[src/rtl/i4dq_pkg.sv]
`default_nettype none
package i4dq_pkg;

  localparam logic [31:0] QnanCanon = 32'h7fc0_0000;
  localparam logic [30:0] InfMag    = 31'h7f80_0000;

  // configuration register indexes
  typedef enum logic [0:0] {
    RegGroupsPerRow = 1'b0,
    RegRowCount     = 1'b1
  } cfg_reg_e;

  // lane product, registered between the lane and the merge stage
  typedef struct packed {
    logic        sign;
    logic        special;   // result fully formed in word
    logic [31:0] word;
    logic [11:0] prod;      // significand times magnitude, 8x4 bits
    logic [7:0]  ex;        // effective exponent (1 for subnormal)
  } lane_prod_t;

  // count leading zeros of a 12-bit value
  function automatic logic [3:0] clz12(input logic [11:0] v);
    logic [3:0] n;
    logic       hit;
    n   = 4'd12;
    hit = 1'b0;
    for (int i = 11; i >= 0; i--) begin
      if (v[i] && !hit) begin
        n   = 4'(11 - i);
        hit = 1'b1;
      end
    end
    return n;
  endfunction

endpackage
`default_nettype wire

[src/rtl/int4_group_dequantizer.sv]
// int4_group_dequantizer: one packed weight byte in, two fp32 products out
// an input byte passes the lane register, then the output register, before the output request
// throughput: one byte per cycle while the output is not stalled, two nibble lanes in parallel, merge per lane
// reset: rst_ni async low clears valids and counters, configuration registers reset to 1
// input stays ready while a result waits only if the lane stage is empty
`default_nettype none
module int4_group_dequantizer #(
  parameter int unsigned GROUP_COLUMNS = 32,
  parameter int unsigned MAX_GROUPS    = 512
) (
  input  wire logic        clk_i,
  input  wire logic        rst_ni,
  input  wire logic        cfg_we_i,
  input  wire logic [0:0]  cfg_index_i,
  input  wire logic [15:0] cfg_data_i,
  input  wire logic        s_axis_tvalid,
  output logic             s_axis_tready,
  input  wire logic [23:0] s_axis_tdata,   // packed_byte[7:0], scale_bits[23:8]
  output logic             m_axis_tvalid,
  input  wire logic        m_axis_tready,
  output logic [63:0]      m_axis_tdata,   // even_value[31:0], odd_value[63:32]
  output logic             m_axis_tlast,   // row_end
  output logic [0:0]       m_axis_tuser    // matrix_end
);
  import i4dq_pkg::*;

  localparam int unsigned HalfCols = (GROUP_COLUMNS / 2 == 0) ? 1 : GROUP_COLUMNS / 2;
  localparam int unsigned MaxBytes = HalfCols * MAX_GROUPS;
  localparam int unsigned PosW     = $clog2(MaxBytes + 1);
  localparam int unsigned GW       = 10;

  logic [GW-1:0] groups_q;
  logic [15:0]   rows_q;
  logic [PosW-1:0] bpos_q;
  logic [15:0]   rpos_q;

  always_ff @(posedge clk_i or negedge rst_ni) begin
    if (!rst_ni) begin
      groups_q <= GW'(1);
      rows_q   <= 16'd1;
    end else if (cfg_we_i) begin
      unique case (cfg_index_i)
        RegGroupsPerRow: groups_q <= cfg_data_i[GW-1:0];
        RegRowCount:     rows_q   <= cfg_data_i;
        default: ;
      endcase
    end
  end

  // clamped geometry; bytes per row is a multiply by a constant
  logic [PosW+GW-1:0] g_eff;
  logic [PosW+GW-1:0] last_byte;
  logic [15:0]        last_row;
  always_comb begin
    g_eff = (groups_q == '0) ? (PosW+GW)'(1) : (PosW+GW)'(groups_q);
    if (g_eff > (PosW+GW)'(MAX_GROUPS)) g_eff = (PosW+GW)'(MAX_GROUPS);
    last_byte = (PosW+GW)'(g_eff * (PosW+GW)'(HalfCols)) - (PosW+GW)'(1);
    last_row  = (rows_q == 16'd0) ? 16'd0 : rows_q - 16'd1;
  end

  // pipeline control: stage 1 (lane regs), stage 2 (output regs)
  logic       s1_valid_q, s2_valid_q;
  logic       s1_adv, s2_load;
  assign s2_load       = s1_valid_q && (!s2_valid_q || m_axis_tready);
  assign s1_adv        = !s1_valid_q || s2_load;
  assign s_axis_tready = s1_adv;

  logic in_acc;
  assign in_acc = s_axis_tvalid && s_axis_tready;

  // position counters update on accept
  logic rend, mend;
  always_comb begin
    rend = (PosW+GW)'(bpos_q) >= last_byte;
    mend = rend && (rpos_q >= last_row);
  end

  always_ff @(posedge clk_i or negedge rst_ni) begin
    if (!rst_ni) begin
      bpos_q <= '0;
      rpos_q <= '0;
    end else if (in_acc) begin
      if (rend) begin
        bpos_q <= '0;
        rpos_q <= mend ? 16'd0 : rpos_q + 16'd1;
      end else begin
        bpos_q <= bpos_q + PosW'(1);
      end
    end
  end

  // lanes
  lane_prod_t lane_d [2];
  lane_prod_t lane_q [2];
  logic       rend_q, mend_q;

  i4dq_lane u_lane_even (
    .nibble_i(s_axis_tdata[3:0]), .scale_i(s_axis_tdata[23:8]), .prod_o(lane_d[0])
  );
  i4dq_lane u_lane_odd (
    .nibble_i(s_axis_tdata[7:4]), .scale_i(s_axis_tdata[23:8]), .prod_o(lane_d[1])
  );

  always_ff @(posedge clk_i or negedge rst_ni) begin
    if (!rst_ni) begin
      s1_valid_q <= 1'b0;
    end else if (s1_adv) begin
      s1_valid_q <= s_axis_tvalid;
    end
  end

  always_ff @(posedge clk_i) begin
    if (in_acc) begin
      lane_q[0] <= lane_d[0];
      lane_q[1] <= lane_d[1];
      rend_q    <= rend;
      mend_q    <= mend;
    end
  end

  // merge: normalize each lane and pack the result
  logic [31:0] even_v, odd_v;
  i4dq_norm u_norm_even (.p_i(lane_q[0]), .value_o(even_v));
  i4dq_norm u_norm_odd  (.p_i(lane_q[1]), .value_o(odd_v));

  always_ff @(posedge clk_i or negedge rst_ni) begin
    if (!rst_ni) begin
      s2_valid_q <= 1'b0;
    end else if (s2_load) begin
      s2_valid_q <= 1'b1;
    end else if (m_axis_tready) begin
      s2_valid_q <= 1'b0;
    end
  end

  always_ff @(posedge clk_i) begin
    if (s2_load) begin
      m_axis_tdata <= {odd_v, even_v};
      m_axis_tlast <= rend_q;
      m_axis_tuser <= mend_q;
    end
  end

  assign m_axis_tvalid = s2_valid_q;

  // matrix end always marks a row end
  a_mend_rend: assert property (@(posedge clk_i) disable iff (!rst_ni)
    m_axis_tvalid && m_axis_tuser[0] |-> m_axis_tlast) else $error("matrix end without row end");
  // a stalled output keeps its valid
  a_hold: assert property (@(posedge clk_i) disable iff (!rst_ni)
    m_axis_tvalid && !m_axis_tready |=> m_axis_tvalid) else $error("output dropped");
  // byte position returns to zero after the last byte of a row
  a_bpos: assert property (@(posedge clk_i) disable iff (!rst_ni)
    in_acc && rend |=> bpos_q == '0) else $error("byte position not cleared");
endmodule
`default_nettype wire

[src/rtl/i4dq_lane.sv]
`default_nettype none
module i4dq_lane (
  input  wire logic [3:0]          nibble_i,
  input  wire logic [15:0]         scale_i,
  output i4dq_pkg::lane_prod_t     prod_o
);
  import i4dq_pkg::*;

  logic       qneg;
  logic [3:0] mag;
  logic [7:0] ex;
  logic [6:0] fr;
  logic [7:0] sig;

  always_comb begin
    qneg = nibble_i[3];
    mag  = qneg ? (4'd0 - nibble_i) : nibble_i;
    ex   = scale_i[14:7];
    fr   = scale_i[6:0];
    sig  = (ex != 8'd0) ? {1'b1, fr} : {1'b0, fr};
    prod_o.sign    = scale_i[15] ^ qneg;
    prod_o.ex      = (ex != 8'd0) ? ex : 8'd1;
    prod_o.prod    = 12'(sig) * 12'(mag);
    prod_o.special = 1'b0;
    prod_o.word    = '0;
    if (ex == 8'hff) begin
      prod_o.special = 1'b1;
      if (fr != 7'd0)         prod_o.word = {scale_i, 16'h0} | 32'h0040_0000;
      else if (mag == 4'd0)   prod_o.word = QnanCanon;
      else                    prod_o.word = {prod_o.sign, InfMag};
    end else if (mag == 4'd0 || (ex == 8'd0 && fr == 7'd0)) begin
      prod_o.special = 1'b1;
      prod_o.word    = {prod_o.sign, 31'd0};
    end
  end
endmodule
`default_nettype wire

[src/rtl/i4dq_norm.sv]
`default_nettype none
module i4dq_norm (
  input  wire i4dq_pkg::lane_prod_t p_i,
  output logic [31:0]               value_o
);
  import i4dq_pkg::*;

  // product value = prod * 2^(ex-127-7-16+16) with binary point at bit 7
  logic [3:0]  lz;
  logic [9:0]  e_norm;   // biased exponent when msb placed at bit 23
  logic [11:0] sh;
  logic [22:0] frac;
  logic [4:0]  rsh;

  always_comb begin
    lz     = clz12(p_i.prod);
    // msb at bit (11-lz); fp exponent = ex + (11-lz) - 7
    e_norm = 10'(p_i.ex) + 10'd4 - 10'(lz);
    sh     = p_i.prod << lz;
    frac   = {sh[10:0], 12'd0};
    rsh    = '0;
    if (p_i.special) begin
      value_o = p_i.word;
    end else if (e_norm[9] || e_norm == 10'd0) begin
      // stays subnormal: fraction = prod << (16 + ex - 1), ex is 1 here
      value_o = {p_i.sign, 8'd0, 23'({p_i.prod, 16'd0} >> rsh)};
    end else if (e_norm >= 10'd255) begin
      value_o = {p_i.sign, InfMag};
    end else begin
      value_o = {p_i.sign, e_norm[7:0], frac};
    end
  end
endmodule
`default_nettype wire
[config.mk]
export PLATFORM = sky130hd
export DESIGN_NAME = int4_group_dequantizer
export DESIGN_NICKNAME = d
export VERILOG_FILES = /design/src/rtl/i4dq_pkg.sv /design/src/rtl/int4_group_dequantizer.sv /design/src/rtl/i4dq_lane.sv /design/src/rtl/i4dq_norm.sv
export SDC_FILE = /design/constraint.sdc
export NUM_CORES = 1
export LEC_CHECK = 0
export CAP_MARGIN = 20
export CORE_MARGIN = 2
export CORE_UTILIZATION = 60
export CTS_BUF_LIST = sky130_fd_sc_hd__clkbuf_8 sky130_fd_sc_hd__clkbuf_16
export DETAILED_ROUTE_END_ITERATION = 12
export DONT_BUFFER_PORTS = 1
export PLACE_DENSITY = 0.76
export SLEW_MARGIN = 10
export SYNTH_ARGS = -nofsm -noshare
export SYNTH_HDL_FRONTEND = slang
export SYNTH_SLANG_ARGS = --single-unit
[constraint.sdc]
create_clock -name clk_i -period 4.8 [get_ports clk_i]
set_clock_uncertainty 0.2 [all_clocks]
set_input_delay 0.24 -clock clk_i [delete_from_list [all_inputs] [get_ports clk_i]]
set_output_delay 0.24 -clock clk_i [all_outputs]
set_load 0.02 [all_outputs]
==> metrics.cfg <==
[status]
status=complete, no violations

[cts]
cts_max_level=4
clk_path_buf_depth=2
cts_tree=yes
insertion_delay_ns=0.44
postCtsSetupBuffers=0
root_buffer=clkbuf_16
cts_buffers=17
clk_pin_slew_ns=0.06
clock-sinks=156

[hold_path]
hp-class=input port to flip-flop

[floorplan]
dieArea_um2=20300
coreArea_um2=18800
die_x_um=143
io_pins=114
die_y_um=143
rows=50
initial_core_util_pct=61.3

[synth]
synth_compound_area_share_pct=14.8
ys_ff_latch=156
synthCells=1164
synthesis.area_um2=11500
ys_seq_area_share_pct=38.2
netlist.area_leader.share_pct=25.6
synth_edf_count=98
synth_xor_area_share_pct=4.79
postSynthAreaPerCell_um2=9.89
synth.area.top_cells=edfxtp_1, dfrtp_1, ha_1, fa_1, nand2_1
yosys.area_share.adder_pct=12.5
ys_types=103
synth-simple-area-share_pct=18.8
synth_top_flop_cell=edfxtp_1
postSynth.asyncResetShare_pct=37.2
yosys.area.top_type=edfxtp_1
ys_warn_count=0
synth_top_family_by_area=simple AND/OR/NAND/NOR gates
synth_mux_area_share_pct=5.46

[power]
peakVddDrop_mv=0.307
power.leakage_uw=0.00549
power_uw=4630
power.density_cell_area_nw_per_um2=364

[sta]
max_slew.worst_pin.slew_ns=1.05
fin_crit_sh_pct=94.1
rsz0062_at_grt=false
setup_violations=0
period_needed_ns=4.52
slew_headroom_pct=30.1
fmax_mhz=221
hold_violations=0
hold_ws_ns=0.0328
fin_tns_setup_ns=0
slew_violations=0

[grt]
grt_pass1_vias=8647
antenna_found_initial=0
grt_overflow=0
grt_pass1_wl_um=44400
grt_max_degree=59
grt_usage_pct=27.6

[placement]
place_congestion=0.941
dp_hpwl_um=19700
portBuffers=0
place_area_um2=11700

[route]
totalWireLength_um=27100
ant_nets=0
vias=8957
drtPass1Iterations=7
drcViolationCount=0
viasPerCell=6.14
dr.first_iter.drc_count=745
wl_per_cell_um=18.6

[final_layout]
antenna_cells=0
final-seq-area_um2=4400
area_growth_pct=10.5
layout_commonest_cell=nand2_1
mostFrequentLayoutCells=nand2_1, edfxtp_1, nor2_1
final_nets=1357
multiInputGateArea_um2=6580
fillers=1410
drive_above_1_share_pct=10.6
final_area_um2=12700
finish.utilization_pct=67.8

[critical_path]
start_kind=flip-flop
crit_type=flip-flop to flip-flop
worstPathMaxFanout=11
endpoint_kind=flip-flop
critPathRequiredTime_ns=4.84
arrival_ns=4.56

[run]
maxCapViolations=0

==> final timing paths <==
check / slack, ns / endpoint / depth (start not counted) / start
max in group asynchronous: 3.99 / rows_q[0] / 2 / rst_ni
hold reg to reg: 0.22 / m_axis_tuser / 0 / mend_q
min in group asynchronous: 0.11 / groups_q[7] / 2 / rst_ni
setup reg to reg: 0.28 / m_axis_tdata[22] / 16 / lane_q[0][18]
hold / removal: 0.03 / lane_q[0][51] / 3 / s_axis_tdata[3]
setup / recovery: 0.28 / m_axis_tdata[22] / 16 / lane_q[0][18]
==> registers in the layout, summed over array words and instances (netlist names) <==
| name | cells |
|---|---|
| s1_valid_q | 1 |
| rend_q | 1 |
| rows_q | 16 |
| mend_q | 1 |
| groups_q | 10 |
| lane_q | 54 |
| m_axis_tlast | 1 |
| rpos_q | 16 |
| m_axis_tuser | 1 |
| m_axis_tdata | 40 |
| m_axis_tvalid | 1 |
| bpos_q | 14 |
==> logic make-up (layout without fill, tap and decap cells) <==
group,after synthesis,after routing
simple gates,425,425
compound gates,234,234
flops,156,156
buf+inv,129,167
fa+ha+maj,99,99
xor+xnor,60,60
mux,59,59
other cells,2,25
==> per-layer routing <==
| layer | GRT usage (%) | wire length, µm |
|---|---|---|
| met5 | 0 | 0 |
| met3 | 4.78 | 1740 |
| met2 | 43.9 | 12700 |
| met4 | 11.5 | 930 |
| met1 | 37.6 | 11800 |
==> where the power goes <==
part           total [µW]  leakage [µW]  internal (µW)  switching (µW)
combinational        1380       0.00351            610             768
clock                1300      0.000294            744             558
sequential           1950       0.00169           1670             279
total                4630       0.00549           3030            1610
==> worst max-delay path, cell delays in order (launching register included) <==
cell	delay (ns)
edfxtp_1	0.44
or4_1	0.74
nor2_8	0.22
inv_2	0.09
nor3_4	0.14
a21o_4	0.22
inv_1	0.07
ha_1	0.21
fa_1	0.40
nor2b_1	0.17
o21a_1	0.15
nor2_1	0.05
xnor2_1	0.32
a2111oi_4	0.11
a21oi_4	0.36
nand2_1	0.17
o32ai_1	0.27
==> cells in the mapped netlist (3+ instances only) <==
library cell	n
clkbuf_1	28
nor2_1	98
nor3_1	22
edfxtp_1	98
o31ai_1	14
or4_1	4
o311ai_0	3
and3_1	12
nand2_1	116
nor2b_1	19
and4_1	3
a311oi_1	3
mux2_2	30
nor4b_1	4
a221oi_1	4
or3_1	9
or2_2	4
buf_6	3
o21ai_0	51
buf_4	24
and2_1	45
nand2b_1	18
nand4_1	8
fa_1	26
a21oi_1	41
o22ai_1	8
o21ai_1	5
a31oi_1	4
dfrtp_1	56
mux2i_1	29
a21o_1	17
o21bai_1	8
xor2_1	26
a22o_1	14
o21a_1	6
nand3_1	27
xnor2_1	32
inv_1	67
a22oi_1	4
a211oi_1	5
o211ai_1	6
ha_1	73
nor4_1	16
o32ai_1	3
==> layout make-up <==
class	count	area share, %
inverter	68	2.01
tap	234	2.30
sequential	156	34.6
timing repair buffer	67	4.96
clock inverter	14	0.905
multi-input combinational	902	51.7
clock buffer	18	3.54
==> through the flow <==
stage / setup WS [ns] / instances
3_5_place_dp: 0.344 / 1383
4_1_cts: 0.317 / 1459
2_1_floorplan: 0.323 / 1187
6_report: 0.284 / 1459
3_3_place_gp: 0.493 / 1383
5_1_grt: 0.00961 / 1459
==> timing repair <==
action	in CTS	in global routing
resized for setup	0	1
hold buffers	44	0
endpoints found under the setup margin	0	14
hold endpoints to repair	112	0
Power figures use the tool's default switching activity.
